==> config.mk <==
export PLATFORM = sky130hd
export DESIGN_NAME = lsta_mul
export DESIGN_NICKNAME = d
export VERILOG_FILES = /design/src/sv/lsta_pkg.sv /design/src/sv/lsta_mul.sv
export SDC_FILE = /design/constraint.sdc
export NUM_CORES = 1
export LEC_CHECK = 0
export CORE_ASPECT_RATIO = 0.9
export CORE_UTILIZATION = 35
export CTS_CLUSTER_SIZE = 10
export DETAILED_ROUTE_END_ITERATION = 7
export DONT_BUFFER_PORTS = 1
export PLACE_DENSITY = 0.6
export REMOVE_ABC_BUFFERS = 1
export SLEW_MARGIN = 20
export SYNTH_ARGS = -nofsm -noshare
export SYNTH_HDL_FRONTEND = slang
export SYNTH_SLANG_ARGS = --single-unit
export TNS_END_PERCENT = 20
==> constraint.sdc <==
create_clock -name clk -period 4.17 [get_ports clk]
set_input_delay 0.6255 -clock clk [delete_from_list [all_inputs] [get_ports clk]]
set_output_delay 0.6255 -clock clk [all_outputs]
set_load 0.02 [all_outputs]
==> src/sv/lsta_pkg.sv <==
package lsta_pkg;

  // Tree sizing
  localparam int MAX_LEAVES = 1024;
  localparam int TREE_NODES = 4096;
  localparam int LEAF_CAP   = (MAX_LEAVES < TREE_NODES / 4) ? MAX_LEAVES : TREE_NODES / 4;

  // Widths
  localparam int POS_W      = 11;
  localparam int LEN_W      = POS_W;
  localparam int NODE_W     = $clog2(TREE_NODES);
  localparam int DATA_W     = 64;
  localparam int VAL_W      = 32;
  localparam int SUM_W      = 63;
  localparam int MUL_CNT_W  = $clog2(LEN_W);
  localparam int ROOT_STEPS = DATA_W / 2;
  localparam int ROOT_CNT_W = $clog2(ROOT_STEPS);
  localparam int STK_DEPTH  = 16;
  localparam int SP_W       = $clog2(STK_DEPTH);

  typedef enum logic [1:0] {
    CMD_LOAD = 2'd0,
    CMD_ADD  = 2'd1,
    CMD_ROOT = 2'd2,
    CMD_SUM  = 2'd3
  } cmd_t;

  typedef enum logic [1:0] {
    PH_FRESH      = 2'd0,
    PH_LEFT_DONE  = 2'd1,
    PH_RIGHT_DONE = 2'd2
  } phase_t;

  typedef struct packed {
    logic [POS_W-1:0]  l;
    logic [POS_W-1:0]  r;
    logic [NODE_W-1:0] o;
    phase_t            ph;
  } frame_t;

  typedef struct packed {
    logic [DATA_W-1:0] tot;
    logic [DATA_W-1:0] mx;
    logic [DATA_W-1:0] mn;
    logic [DATA_W-1:0] pd;
  } node_t;

  typedef enum logic [4:0] {
    S_CLEAR,
    S_IDLE,
    S_RD,
    S_CHK,
    S_SQ_BIG,
    S_SQ_SMALL,
    S_MUL_W,
    S_APPLY,
    S_PD_RD,
    S_PD_LAT,
    S_PD_MUL,
    S_PD_WR,
    S_PD_CLR,
    S_DESC,
    S_CONT,
    S_PU_RDA,
    S_PU_RDB,
    S_PU_CALC,
    S_RET,
    S_EMIT
  } state_t;

endpackage

==> src/sv/lsta_mul.sv <==
module lsta_mul (
  input  logic                        clk,
  input  logic                        rst_n,
  input  logic                        start,
  input  logic [lsta_pkg::LEN_W-1:0]  len,
  input  logic [lsta_pkg::DATA_W-1:0] opnd,
  output logic                        done,
  output logic [lsta_pkg::DATA_W-1:0] prod
);
  import lsta_pkg::*;

  logic                 busy_r;
  logic                 done_r;
  logic [MUL_CNT_W-1:0] cnt_r;
  logic [DATA_W-1:0]    a_r;
  logic [LEN_W-1:0]     b_r;
  logic [DATA_W-1:0]    acc_r;
  logic                 last;

  assign last = (cnt_r == MUL_CNT_W'(LEN_W - 1));

  // Step counter, one multiplier bit per cycle
  always_ff @(posedge clk) begin
    if (!rst_n) begin
      busy_r <= 1'b0;
      done_r <= 1'b0;
      cnt_r  <= '0;
    end else begin
      done_r <= busy_r && last;
      if (start) begin
        busy_r <= 1'b1;
        cnt_r  <= '0;
      end else if (busy_r) begin
        if (last) begin
          busy_r <= 1'b0;
        end
        cnt_r <= cnt_r + 1'b1;
      end
    end
  end

  // Shift-add product, modulo 2^64
  always_ff @(posedge clk) begin
    if (start) begin
      acc_r <= '0;
      a_r   <= opnd;
      b_r   <= len;
    end else if (busy_r) begin
      if (b_r[0]) begin
        acc_r <= acc_r + a_r;
      end
      a_r <= {a_r[DATA_W-2:0], 1'b0};
      b_r <= {1'b0, b_r[LEN_W-1:1]};
    end
  end

  assign done = done_r;
  assign prod = acc_r;

endmodule

==> metrics.md <==
| Metric | Value |
|---|---|
| Setup crit start kind | flip-flop |
| Maxcap violations | 0 |
| Post-synthesis area per instance | 9.30 sq um |
| Worst setup path startpoint | prod[0] |
| Worst Tran Pin Value | 0.943 ns |
| Start point of the worst min-delay path | start |
| Critical register-to-register path startpoint | prod[0] |
| Final net count | 1,146 |
| Clock transition at path regs | 0.06 ns |
| Row count | 57 |
| Sequential-to-total area share from yosys stat | 38.1% |
| Post-synthesis instance area | 0.00960 sq mm |
| Register-to-Register Setup Slack | 0.80 ns |
| EDFF count, synth | 75 |
| Fraction of registers with async set/reset | 0% |
| Initial antenna violation count | 9 |
| Top area cells in the synthesized netlist | sky130_fd_sc_hd__edfxtp_1 23%, sky130_fd_sc_hd__dfxtp_1 15%, sky130_fd_sc_hd__mux2_2 8.6%, sky130_fd_sc_hd__ha_1 8.5%, sky130_fd_sc_hd__a21oi_1 6.7% |
| Skew final | 0.0139 ns |
| Post-CTS Hold Fix Bufs | 0 |
| Total wire length | 24,800 microns |
| Post-route clock period utilization | 80.9% |
| Vias in the first global route | 7,395 |
| Clock latency at the later pin of the worst-skew pair | 0.43 ns |
| PD cells | 426 mW/mm^2 |
| Path class of the lowest-slack min-delay path | in2reg |
| Initial Util | 35.6% |
| Width of the die | 177 microns |
| Number of buffers created by CTS | 17 |
| Setup repair after global routing missed its margin | no |
| Number of detailed-route iterations in the first pass | 5 |
| Static leakage | 3.96 nW |
| Area growth from synthesis to final layout | 8.04% |
| Most frequent cell after synthesis | sky130_fd_sc_hd__nand2_1 |
| Smallest hold slack | 0.287 ns |
| Io pins | 143 |
| Synthesized netlist cell count | 1,032 |
| Final hold violation count | 0 |
| CP Max Fanout | 5 |
| Run status | complete, no violations |
| Post-cts gate resize count | 0 |
| Global-route usage over all layers | 17.8% |
| Capturing point of the worst reg2reg path | prod[50] |
| Clk sink count | 145 |
| Syn. warnings | 0 |
| Min-Delay Path Depth | 1 |
| Setup Viol. Count Final | 0 |
| Area share of the largest cell type after synthesis | 23.5% |
| Critical Path Sink Type | flip-flop |
| Final-layout setup total negative slack | 0 ns |
| Max IR drop VDD | 0.186 mV |
| End of the worst hold path | prod[9] |
| Core ar. | 0.0270 sq mm |
| Routability cong. | 0.879 |
| Share of cells above drive strength 1 | 13.7% |
| Detail Route Antenna Nets | 0 |
| Half-perimeter wire length after detailed placement | 17,800 microns |
| Number of slew-limit violations in the final report | 0 |
| Die Y-Extent | 159 microns |
| Number of buffers between clock root and the deepest sink | 2 |
| Crit path required time | 4.52 ns |
| Clock root buffer | sky130_fd_sc_hd__clkbuf_16 |
| Largest net degree at the start of global routing | 139 |
| Post-CTS setup buffer count | 0 |
| Wire length of the first global-routing pass | 39,800 microns |
| Library cell with the largest summed area after synthesis | sky130_fd_sc_hd__edfxtp_1 |
| Worst slew margin relative to its limit | 36.9% |
| I/O Buffers | 0 |
| Distinct cell type count of the synthesized netlist | 81 |
| Highest clock frequency the design can meet | 0.296 GHz |
| Core utilization of the finished layout | 38.5% |
| Violation count after the first detailed-route iteration | 506 |
| Fill cell instance count of the final layout | 2,743 |
| CTS tree | yes |
| H-tree depth reported by CTS | 4 |
| DP Worst Slack | 0.803 ns |
| DR vias | 7,620 |
| Area of the die | 0.0281 sq mm |
| Worst Setup Path Type | reg2reg |
| Synthesis-stage register bit count | 145 |
| Grt total ovfl | 0 |
| Synth cell count leaders | 139 x sky130_fd_sc_hd__nand2_1, 129 x sky130_fd_sc_hd__a21oi_1, 75 x sky130_fd_sc_hd__edfxtp_1 |
| Data arrival time of the critical path | 3.73 ns |
| Shortest period the worst path allows | 3.37 ns |
| Vias/cell | 5.56 |
| Number of DRC violations after detailed routing | 0 |
| Number of cells on the worst reg-to-reg path | 12 |
| Most frequently used flop master after synthesis | sky130_fd_sc_hd__edfxtp_1 |
| DR WL/cell | 18.1 microns |
| Post-layout worst setup margin | 0.796 ns |
## kinds of logic (layout without fill, tap and decap cells)
logic type,Yosys count,count (layout),synth area share [%]
XOR/XNOR,48,48,4.38
multiplexers,73,73,8.57
other,0,2,0
AND/OR/NAND/NOR,328,328,16.0
buffers and inverters,75,58,4.46
adder cells (fa/ha/maj),66,66,8.68
AO/OA/AOI/OAI,297,297,19.8
flip-flops,145,145,38.1
## how the worst max path moves through the flow
stage,end,cells past startpoint
floorplan,prod[60],12
global placement,prod[60],12
detailed placement,prod[50],12
CTS,prod[50],12
global route,prod[50],12
finish,prod[50],12
## cell type report
| class | instances | area [sq um] | area share, % |
|---|---|---|---|
| well taps | 354 | 443 | 4.27 |
| inverters | 23 | 86.3 | 0.833 |
| repair buffers | 3 | 35.0 | 0.338 |
| diodes | 2 | 5.00 | 0.0483 |
| multi-input cells | 812 | 5520 | 53.2 |
| clock inverters | 11 | 110 | 1.06 |
| clock buffers | 21 | 514 | 4.96 |
| flip-flops and latches | 145 | 3650 | 35.2 |
## cell usage in the layout, fill, tap and decap left out, drive strengths merged, types with 16 or more instances in the layout
master,n
xor2,16
dfxtp,70
a21o,25
ha,65
nor2,64
a211oi,18
a21oi,130
nand4,23
xnor2,32
clkbuf,21
mux2,73
nor3,21
o21ai,47
inv,27
nand3,27
nand2,139
edfxtp,75
## power breakdown
group / switching, mW / internal, mW
registers: 0.171 / 1.65
clock network: 0.646 / 0.955
logic: 0.581 / 0.413
total: 1.40 / 3.02
## through the flow
stage | total power [mW] | instances | instance area, sq um
finish | 4.42 | 1371 | 10400
global placement | 2.82 | 1336 | 9720
CTS | 4.45 | 1368 | 10300
detailed placement | 2.83 | 1336 | 9720
floorplan | 2.60 | 980 | 9250
global route | 4.64 | 1370 | 10400
## layer usage
layer  share of wire (%)  wire, microns  up-vias  GRT usage [%]
li1                    -              -     3737              -
met1                  47          11700     3666           23.7
met2                  45          11100      194           27.3
met3                 7.3           1810       17           5.87
met4                0.75            187        6           4.82
met5                0.14             35        -              0
## critical path, cell delays in order, from the launching register on
cell and delay, ns:
sky130_fd_sc_hd__dfxtp_1 0.47, sky130_fd_sc_hd__ha_1 0.27, sky130_fd_sc_hd__fa_1 0.26, sky130_fd_sc_hd__a211oi_1 0.12, sky130_fd_sc_hd__o211ai_1 0.31, sky130_fd_sc_hd__nand2_1 0.23, sky130_fd_sc_hd__o211ai_2 0.36, sky130_fd_sc_hd__a31oi_1 0.23
sky130_fd_sc_hd__or3b_1 0.46, sky130_fd_sc_hd__a211oi_2 0.21, sky130_fd_sc_hd__nor3_1 0.07, sky130_fd_sc_hd__nand3b_1 0.16, sky130_fd_sc_hd__a21oi_1 0.15
## flip-flops by register name, indices dropped and copies added, names as in the netlist
register	flops
cnt_r	4
done	1
prod	64
busy_r	1
a_r	64
b_r	11
Power figures use the tool's default switching activity.
