File: src/sv/lsta_pkg.sv
package lsta_pkg;

  // Tree sizing
  localparam int MAX_LEAVES = 1024;
  localparam int TREE_NODES = 4096;
  localparam int LEAF_CAP   = (MAX_LEAVES < TREE_NODES / 4) ? MAX_LEAVES : TREE_NODES / 4;

  // Widths
  localparam int POS_W      = 11;
  localparam int LEN_W      = POS_W;
  localparam int NODE_W     = $clog2(TREE_NODES);
  localparam int DATA_W     = 64;
  localparam int VAL_W      = 32;
  localparam int SUM_W      = 63;
  localparam int MUL_CNT_W  = $clog2(LEN_W);
  localparam int ROOT_STEPS = DATA_W / 2;
  localparam int ROOT_CNT_W = $clog2(ROOT_STEPS);
  localparam int STK_DEPTH  = 16;
  localparam int SP_W       = $clog2(STK_DEPTH);

  typedef enum logic [1:0] {
    CMD_LOAD = 2'd0,
    CMD_ADD  = 2'd1,
    CMD_ROOT = 2'd2,
    CMD_SUM  = 2'd3
  } cmd_t;

  typedef enum logic [1:0] {
    PH_FRESH      = 2'd0,
    PH_LEFT_DONE  = 2'd1,
    PH_RIGHT_DONE = 2'd2
  } phase_t;

  typedef struct packed {
    logic [POS_W-1:0]  l;
    logic [POS_W-1:0]  r;
    logic [NODE_W-1:0] o;
    phase_t            ph;
  } frame_t;

  typedef struct packed {
    logic [DATA_W-1:0] tot;
    logic [DATA_W-1:0] mx;
    logic [DATA_W-1:0] mn;
    logic [DATA_W-1:0] pd;
  } node_t;

  typedef enum logic [4:0] {
    S_CLEAR,
    S_IDLE,
    S_RD,
    S_CHK,
    S_SQ_BIG,
    S_SQ_SMALL,
    S_MUL_W,
    S_APPLY,
    S_PD_RD,
    S_PD_LAT,
    S_PD_MUL,
    S_PD_WR,
    S_PD_CLR,
    S_DESC,
    S_CONT,
    S_PU_RDA,
    S_PU_RDB,
    S_PU_CALC,
    S_RET,
    S_EMIT
  } state_t;

endpackage

File: src/sv/lsta_isqrt.sv
module lsta_isqrt (
  input  logic                        clk,
  input  logic                        rst_n,
  input  logic                        start,
  input  logic [lsta_pkg::DATA_W-1:0] x,
  output logic                        done,
  output logic [lsta_pkg::DATA_W-1:0] root
);
  import lsta_pkg::*;

  logic                  busy_r;
  logic                  done_r;
  logic [ROOT_CNT_W-1:0] cnt_r;
  logic [DATA_W-1:0]     x_r;
  logic [DATA_W-1:0]     r_r;
  logic [DATA_W-1:0]     bit_r;
  logic [DATA_W-1:0]     trial;
  logic                  last;

  assign last  = (cnt_r == ROOT_CNT_W'(ROOT_STEPS - 1));
  assign trial = r_r + bit_r;

  // Step counter, one result bit per cycle
  always_ff @(posedge clk) begin
    if (!rst_n) begin
      busy_r <= 1'b0;
      done_r <= 1'b0;
      cnt_r  <= '0;
    end else begin
      done_r <= busy_r && last;
      if (start) begin
        busy_r <= 1'b1;
        cnt_r  <= '0;
      end else if (busy_r) begin
        if (last) begin
          busy_r <= 1'b0;
        end
        cnt_r <= cnt_r + 1'b1;
      end
    end
  end

  // Restoring digit-by-digit floor root
  always_ff @(posedge clk) begin
    if (start) begin
      x_r   <= x;
      r_r   <= '0;
      bit_r <= {2'b01, {(DATA_W-2){1'b0}}};
    end else if (busy_r) begin
      if (x_r >= trial) begin
        x_r <= x_r - trial;
        r_r <= {1'b0, r_r[DATA_W-1:1]} + bit_r;
      end else begin
        r_r <= {1'b0, r_r[DATA_W-1:1]};
      end
      bit_r <= {2'b00, bit_r[DATA_W-1:2]};
    end
  end

  assign done = done_r;
  assign root = r_r;

endmodule

File: config.mk
export PLATFORM = sky130hd
export DESIGN_NAME = lsta_isqrt
export DESIGN_NICKNAME = d
export VERILOG_FILES = /design/src/sv/lsta_pkg.sv /design/src/sv/lsta_isqrt.sv
export SDC_FILE = /design/constraint.sdc
export NUM_CORES = 1
export LEC_CHECK = 0
export BUFFER_PORTS_ARGS = -buffer_cell sky130_fd_sc_hd__buf_2
export CAP_MARGIN = 20
export CELL_PAD_IN_SITES_DETAIL_PLACEMENT = 0
export CELL_PAD_IN_SITES_GLOBAL_PLACEMENT = 1
export CORE_ASPECT_RATIO = 0.9
export CORE_MARGIN = 4
export CORE_UTILIZATION = 46
export DETAILED_ROUTE_END_ITERATION = 16
export PLACE_DENSITY = 0.84
export SKIP_CTS_REPAIR_TIMING = 1
export SLEW_MARGIN = 20
export SYNTH_ARGS = -nofsm -noshare
export SYNTH_HDL_FRONTEND = slang
export SYNTH_SLANG_ARGS = --single-unit
File: constraint.sdc
create_clock -name clk -period 13.3 [get_ports clk]
set_input_delay 1.33 -clock clk [delete_from_list [all_inputs] [get_ports clk]]
set_output_delay 1.33 -clock clk [all_outputs]
set_load 0.1 [all_outputs]
==> flow_summary.yaml, run 1 <==
logic_synthesis:
  yosysTopAreaCellShare_pct: 13.7
  syn_area_per_cell_um2: 7.87
  ys_async_sr_fraction_pct: 0
  yosys-top-cells-area: "dfxtp_1, edfxtp_1, ha_1"
  synth.distinct_cells: 82
  ys_ff_latch: 167
  yosys_most_used_dff: "dfxtp_1"
  synth_nets: 2118
  synth-edff-count: 64
  yosys.area.top_type: "dfxtp_1"
  syn_inst: 1918
  yosysSeqAreaShare_pct: 26.4
  synth_area_mm2: 0.0151
  yosys_warnings: 0
drt:
  drtAntennaViolNets: 0
  drtIter0Drc: 1402
  drc: 0
  wl_per_cell_um: 19.7
  dr.pass1.iters: 5
  routed_wl_um: 47300
  vias: 14700
  vias_per_cell: 6.13
clock_network:
  htreeDepth: 4
  clkTransAtPathRegs_ns: 0.09
  cts_tree: "yes"
  clock_latency_ns: 0.46
  cts_buffers: 17
  clkSinkCount: 167
  clock_path_buffers: 2
  clock-root-buffer: "clkbuf_16"
placement:
  place_ws_ns: 6.26
  dpl.hpwl_um: 35900
  placed_area_mm2: 0.0160
  port_buffers: 131
  gp_congestion: 0.916
floorplan:
  pin_count: 132
  rows: 62
  initial_core_util_pct: 47.0
  die_w_um: 199
  core_mm2: 0.0321
  die_area_mm2: 0.0358
  die_h_um: 180
timing:
  period_share_pct: 52.8
  hold_viol: 0
  setup-tns-final_ns: 0
  fin_crit_ns: 7.03
  setup_viol: 0
  timing.fmax_ghz: 0.142
  skew_ns: 0.0165
  worstMarginPinSlew_ns: 0.993
  drv_slew: 0
  maxSlewHeadroom_pct: 33.8
  setup_slack_ns: 6.27
  rsz0062_at_grt: "false"
  whs_ns: 0.509
setup_path:
  worstSetupPathType: "reg2reg"
  cpPeakStageDelay_ns: 0.65
  arrival_ns: 7.12
  cp_cell_sequence: "ha_1, a31oi_1, o21bai_1, a21oi_1, nand2b_1, a221oi_1, nand3_1, a22oi_1, a31o_2, a31oi_1, xor2_1, ha_1, a21oi_1, o221ai_1, a21boi_0, o21ai_0, nor2_4, buf_4, o21ai_4, buf_16, buf_4"
  cp-end-kind: "register"
  r2r_slack_ns: 6.27
  worstSetupStartpointType: "register"
  cp_max_fo: 69
  required_ns: 13.40
  r2r_cells: 21
  slowest_stage: "o21ai_4"
finish:
  mostFrequentLayoutCells: "nand2_1, nor2_1, o21ai_0"
  fin_nets: 2169
  diodes: 0
  areaGrowthSynthToFinish_pct: 9.82
  final_common_cell: "nand2_1"
  drive_gt1_share_pct: 11.2
  design_area_mm2: 0.0166
power:
  peakVddDrop_mv: 0.132
  leakage_nw: 6.56
  power_density_mw_per_mm2: 200
grt:
  grt_pass1_wl_um: 74300
  grt_pass1_vias: 13700
  track_usage_pct: 25.6
  antenna_found_initial: 0
  grt_max_degree: 88
  overflow: 0
min_path:
  hold_depth: 2
  hold_path.class: "reg2reg"
flow_run:
  drv_cap: 0
outcome:
  outcome: "finished clean"
## routing by layer
layer  GRT usage (%)  vias up  wire length (µm)
met5               0        -                 0
met4            5.77        0               671
met3            4.27       48              3430
met2            36.9      524             19900
met1            39.7     6897             23300
li1                -     7219                 -
## worst max-delay path, delay by kind of cell (launching register included)
| family | cells | cell delay (ns) |
|---|---|---|
| xor gates and xnor gates | 1 | 0.19 |
| AOI/OAI and AO/OA | 12 | 3.65 |
| adders and majority gates | 2 | 0.80 |
| DFF | 1 | 0.37 |
| buffers and inverters | 3 | 1.08 |
| and+or+nand+nor | 3 | 0.52 |
## through the flow
step / power, mW / instances / util [%]
5_1_grt: 3.54 / 2398 / 51.6
3_5_place_dp: 2.74 / 2366 / 49.7
6_report: 3.32 / 2398 / 51.6
3_3_place_gp: 2.72 / 2365 / 49.6
2_1_floorplan: 2.31 / 1918 / -
4_1_cts: 3.29 / 2398 / 51.6
## power by group
group          internal (mW)  switching, mW  leakage (nW)
combinational          0.692           1.27          4.78
clock                  0.261          0.276         0.301
sequential             0.696          0.119          1.49
total                   1.65           1.67          6.56
## final timing paths
check,startpoint,to
hold reg to reg,cnt_r[4],cnt_r[4]
hold / removal,cnt_r[4],cnt_r[4]
setup reg to reg,root[2],x_r[19]
setup / recovery,root[2],x_r[19]
## kinds of logic after synthesis
group	Yosys count	synth area share (%)
mux	48	3.20
simple gates	642	19.3
fa+ha+maj	133	11.1
buf+inv	158	4.06
compound gates	617	27.1
xor+xnor	153	8.88
flops	167	26.4
## state kept, by name, indices dropped and copies added (netlist names)
| name | count |
|---|---|
| root | 64 |
| x_r | 64 |
| bit_r | 32 |
| cnt_r | 5 |
| busy_r | 1 |
| done | 1 |
## cell usage after synthesis (11+ instances only)
cell	count
clkbuf_1	88
a221oi_1	17
inv_1	48
dfxtp_1	103
a31oi_1	73
xnor2_1	78
and3_1	22
nor2b_1	11
a31o_2	17
nand2_1	240
edfxtp_1	64
a211oi_1	26
nand4_1	45
xor2_1	75
nor2_1	181
mux2i_1	46
o21ai_0	164
ha_1	132
o21a_1	17
o21bai_1	25
o21ai_1	18
a21oi_1	103
or3_1	16
buf_1	12
nand2b_1	15
nand3_1	29
a21o_1	45
and2_1	11
nor3_1	37
a311oi_1	19
## area by class of cell
class,count,area (µm²)
fill,3175,15500
multi-input combinational,1593,10500
sequential,167,3990
timing repair buffer,141,757
tap,416,520
clock buffer,17,425
clock inverter,15,189
inverter,49,184
Power figures use the tool's default switching activity.
==> inputs of run 2 (changes only) <==
==> constraint.sdc (replaced) <==
create_clock -name clk -period 7.35 [get_ports clk]
set_input_delay 0.735 -clock clk [delete_from_list [all_inputs] [get_ports clk]]
set_output_delay 0.735 -clock clk [all_outputs]
set_load 0.1 [all_outputs]
==> run 2 against run 1 <==
  * Worst hold slack worse by 0.013 ns
  * Non-clock buffer count is 1 lower
  * Total power increased by 79%
  * Clock skew fell by 0.0090 ns
  * Routed wire length decreased by 3.2%
  * Register-to-register slack lost 5.6 ns
  * Critical path depth increased by 1
  * Design area down 0.19%
  * Combinational power increased by 81%
  * Critical endpoint is now root[60]
==> flow_summary.yaml, run 2 (synthesis gave the netlist of run 1 again) <==
outcome:
  outcome: "finished clean"
finish:
  fin_cells: 2397
  areaGrowthSynthToFinish_pct: 9.62
  drive_gt1_share_pct: 11.1
  fin_util_pct: 51.5
  multi_input_area_mm2: 0.0105
  regArea_mm2: 0.00399
  design_area_mm2: 0.0165
  fin_nets: 2168
  mostFrequentLayoutCells: "nand2_1, nor2_1, o21ai_0"
  final_common_cell: "nand2_1"
  diodes: 0
  nFillCells: 3153
floorplan:
  initial_core_util_pct: 47.0
  core_mm2: 0.0321
  rows: 62
  die_w_um: 199
  die_h_um: 180
  die_area_mm2: 0.0358
  pin_count: 132
grt:
  grt_pass1_vias: 13500
  overflow: 0
  antenna_found_initial: 1
  grt_pass1_wl_um: 73600
  grt_max_degree: 185
  track_usage_pct: 25.2
drt:
  drtAntennaViolNets: 0
  drtIter0Drc: 1171
  drc: 0
  wl_per_cell_um: 19.1
  vias_per_cell: 6.06
  dr.pass1.iters: 6
  vias: 14500
  routed_wl_um: 45800
setup_path:
  arrival_ns: 7.03
  crit_start: "root[2]"
  cp_max_fo: 43
  worstSetupPathType: "reg2reg"
  cp-end-kind: "register"
  cpPeakStageDelay_ns: 0.93
  crit_top_cell: "a21oi_1"
  cp_cell_sequence: "ha_1, a31oi_1, o21bai_1, a21oi_1, o41ai_1, o21ai_1, o21ai_0, nand3_1, o21ai_1, a21oi_1, xor2_1, ha_1, a21oi_1, o21bai_1, a21oi_1, a21boi_0, o21ai_0, nor2_4, buf_12, nand2_1, o311a_1, o32ai_1"
  r2r_cells: 22
  timing.rr.start: "root[2]"
  worstSetupStartpointType: "register"
  slowest_stage: "nor2_4"
  required_ns: 7.72
power:
  power_density_mw_per_mm2: 359
  clockPowerShare_pct: 15.7
  combPwrFrac_pct: 59.5
  p_int_mw: 3.01
  peakVddDrop_mv: 0.150
  power_mw: 5.94
  p_seq_share_pct: 24.7
  switching_power_mw: 2.93
  swShare_pct: 49.3
  leakage_nw: 6.55
timing:
  maxSlewHeadroom_pct: 25.1
  drv_slew: 0
  fin_crit_ns: 6.66
  hold_viol: 0
  setup_slack_ns: 0.691
  whs_ns: 0.496
  skew_ns: 0.00750
  setup_viol: 0
  timing.fmax_ghz: 0.150
  rsz0062_at_grt: "false"
  period_share_pct: 90.6
  setup-tns-final_ns: 0
  worstMarginPinSlew_ns: 1.12
placement:
  placed_cells_incl_taps: 2365
  gp_congestion: 0.926
  port_buffers: 131
  place_ws_ns: 0.774
  dpl.hpwl_um: 34900
  placed_area_mm2: 0.0160
clock_network:
  cts_buffers: 17
  clkSinkCount: 167
  clock_latency_ns: 0.46
  clock_path_buffers: 2
  clock-root-buffer: "clkbuf_16"
  htreeDepth: 4
  cts_tree: "yes"
  clkTransAtPathRegs_ns: 0.08
flow_run:
  drv_cap: 0
min_path:
  hold_depth: 2
  hold_path.class: "in2reg"
  hp-start: "rst_n"
==> run 2: cell types whose count changed in the layout (fill, tap and decap cells not counted) <==
cell	change
clkinv_4	+3
buf_16	-1
buf_4	-2
bufinv_16	+1
inv_6	+1
buf_12	+2
clkbuf_1	+1
clkinv_8	-2
inv_12	-4
==> run 2: worst max-delay path: cells and delay by family (launching register included) <==
| family | cells | cell delay, ns |
|---|---|---|
| AOI/OAI and AO/OA | 15 | 3.78 |
| and+or+nand+nor | 3 | 1.20 |
| DFF | 1 | 0.38 |
| xor gates and xnor gates | 1 | 0.16 |
| adders and majority gates | 2 | 0.76 |
| buffers and inverters | 1 | 0.26 |
==> run 2: per-layer routing <==
metal	GRT usage [%]	part of all wire, %
met5	0	0.031
met4	5.91	1.8
met3	4.64	6.8
met2	36.7	42
met1	38.4	49
==> run 2: cell type report <==
type	count	area share, %
inverter	49	1.11
timing repair buffer	140	4.56
multi-input combinational	1593	63.5
clock inverter	14	0.945
tap	416	3.15
clock buffer	18	2.59
sequential	167	24.1
==> run 2: power by group through the flow <==
stage | registers (mW) | logic (mW) | clock network, mW
2_1_floorplan | 1.72 | 2.46 | 0
3_3_place_gp | 1.48 | 3.44 | 0
3_5_place_dp | 1.48 | 3.48 | 0
4_1_cts | 1.46 | 3.51 | 0.950
5_1_grt | 1.49 | 3.91 | 0.991
6_report | 1.47 | 3.54 | 0.935
==> run 2: final timing paths <==
check | to | slack, ns
max reg2reg | root[60] | 0.69
max | root[60] | 0.69
min | busy_r | 0.50
min reg2reg | cnt_r[4] | 0.52
==> inputs of run 3 (changes only) <==
--- a/config.mk
+++ b/config.mk
@@ -5,14 +5,14 @@
 export SDC_FILE = /design/constraint.sdc
 export NUM_CORES = 1
 export LEC_CHECK = 0
-export BUFFER_PORTS_ARGS = -buffer_cell sky130_fd_sc_hd__buf_2
 export CAP_MARGIN = 20
 export CELL_PAD_IN_SITES_DETAIL_PLACEMENT = 0
 export CELL_PAD_IN_SITES_GLOBAL_PLACEMENT = 1
 export CORE_ASPECT_RATIO = 0.9
 export CORE_MARGIN = 4
-export CORE_UTILIZATION = 46
+export CORE_UTILIZATION = 49
 export DETAILED_ROUTE_END_ITERATION = 16
+export DONT_BUFFER_PORTS = 1
 export PLACE_DENSITY = 0.84
 export SKIP_CTS_REPAIR_TIMING = 1
 export SLEW_MARGIN = 20
==> run 3 against run 2 <==
  * Sequential power shrank 6%
  * Clock power fell by 5.5%
  * First-iteration DRC count increased by 1.6%
  * Design area shrank 1.6%
  * Worst hold slack got worse by 0.074 ns
  * Combinational power up 3%
  * Die area shrank 5.9%
==> flow_summary.yaml, run 3 (synthesis gave the netlist of run 1 again) <==
power:
  peakVddDrop_mv: 0.180
  p_int_mw: 3.03
  clockPowerShare_pct: 15.0
  power_density_mw_per_mm2: 363
  leakage_nw: 6.26
  p_seq_share_pct: 23.4
  power_mw: 5.90
  switching_power_mw: 2.88
  swShare_pct: 48.7
  combPwrFrac_pct: 61.7
floorplan:
  rows: 60
  pin_count: 132
  die_w_um: 193
  die_area_mm2: 0.0337
  core_mm2: 0.0301
  initial_core_util_pct: 50.1
  die_h_um: 175
grt:
  antenna_found_initial: 0
  grt_pass1_vias: 13500
  overflow: 0
  track_usage_pct: 27.5
  grt_max_degree: 222
  grt_pass1_wl_um: 74500
drt:
  drtAntennaViolNets: 0
  drc: 0
  dr.pass1.iters: 6
  vias: 14400
  vias_per_cell: 6.24
  drtIter0Drc: 1190
  routed_wl_um: 47300
  wl_per_cell_um: 20.4
timing:
  drv_slew: 0
  setup_viol: 0
  fin_crit_ns: 6.66
  rsz0062_at_grt: "false"
  skew_ns: 0.0157
  whs_ns: 0.422
  hold_viol: 0
  setup-tns-final_ns: 0
  worstMarginPinSlew_ns: 1.00
  timing.fmax_ghz: 0.150
  maxSlewHeadroom_pct: 33.3
  period_share_pct: 90.6
min_path:
  hold_path.class: "in2reg"
finish:
  diodes: 0
  fin_nets: 2100
  final_common_cell: "nand2_1"
  fin_cells: 2315
  fin_util_pct: 54.1
  drive_gt1_share_pct: 7.58
  areaGrowthSynthToFinish_pct: 7.83
  mostFrequentLayoutCells: "nand2_1, nor2_1, o21ai_0"
clock_network:
  htreeDepth: 4
  clkTransAtPathRegs_ns: 0.07
  clock-root-buffer: "clkbuf_16"
  cts_buffers: 17
  clkSinkCount: 167
  clock_latency_ns: 0.44
  clock_path_buffers: 2
  cts_tree: "yes"
setup_path:
  cp_top_family: "compound AO/OA/AOI/OAI gates"
  slowest_stage: "or2_2"
  cp_cell_sequence: "buf_4, a31oi_1, o21bai_1, a21oi_1, o41ai_1, o21ai_1, o21ai_0, a21oi_1, nor3_1, nor3_1, xor2_1, ha_1, nand2_1, nor2_1, a21boi_0, o21ai_0, or2_2, buf_4, nand2_1, xnor2_1, a211oi_2"
  cp_max_fo: 35
  arrival_ns: 7.02
  cp-end-kind: "register"
  cpPeakStageDelay_ns: 0.67
  required_ns: 7.71
  cp_num_buf_inv: 2
  worstSetupStartpointType: "register"
  worstSetupPathType: "reg2reg"
placement:
  placed_cells_incl_taps: 2284
  port_buffers: 0
  dpl.hpwl_um: 35800
  gp_congestion: 0.951
outcome:
  outcome: "finished clean"
flow_run:
  drv_cap: 0
## run 3: changes by cell type in the layout (fill, tap and decap cells not counted), sizes merged
| cell | delta |
|---|---|
| buf | -68 |
| inv | -9 |
| clkinv | +6 |
| clkbuf | +2 |
## run 3: worst paths after layout
path | startpoint | cells past startpoint | slack [ns] | end
worst min register to register | cnt_r[4] | 2 | 0.51 | cnt_r[4]
worst max register to register | root[1] | 21 | 0.69 | root[5]
worst max-delay path | root[1] | 21 | 0.69 | root[5]
worst min-delay path | rst_n | 1 | 0.42 | busy_r
## run 3: final cells by class
cell class                 instances  area (µm²)
timing repair buffer              72         541
tap                              403         504
inverter                          49         184
sequential                       167        3990
multi-input combinational       1593       10500
clock buffer                      20         468
clock inverter                    11        78.8
fill                            2942       13800
## run 3: worst reg2reg max path, cell delays in order, from the launching register on
cell	delay (ns)
dfxtp_1	0.31
buf_4	0.32
a31oi_1	0.20
o21bai_1	0.37
a21oi_1	0.29
o41ai_1	0.66
o21ai_1	0.30
o21ai_0	0.47
a21oi_1	0.20
nor3_1	0.37
nor3_1	0.10
xor2_1	0.16
ha_1	0.44
nand2_1	0.16
nor2_1	0.13
a21boi_0	0.08
o21ai_0	0.47
or2_2	0.67
buf_4	0.41
nand2_1	0.12
xnor2_1	0.15
a211oi_2	0.21
## run 3: power groups by stage
stage | registers [mW] | clock network [mW] | logic (mW)
after floorplan | 1.72 | 0 | 2.46
after global placement | 1.40 | 0 | 3.57
after detailed placement | 1.39 | 0 | 3.58
after CTS | 1.38 | 0.896 | 3.60
after global routing | 1.40 | 0.928 | 4.00
final | 1.38 | 0.884 | 3.64
## run 3: layer usage
metal | share of wire [%] | vias to the layer above | track usage, %
met2 | 41 | 535 | 38.8
met3 | 9.0 | 50 | 6.45
met4 | 1.9 | 0 | 6.40
li1 | - | 7067 | -
met5 | 0 | - | 0
met1 | 48 | 6792 | 42.1
## run 3: stage by stage
| step | instance area (µm²) | setup slack, ns |
|---|---|---|
| global route | 16300 | 0.126 |
| floorplan | 15100 | 0.236 |
| CTS | 16300 | 0.811 |
| global placement | 15700 | 0.984 |
| detailed placement | 15700 | 0.833 |
| finish | 16300 | 0.691 |
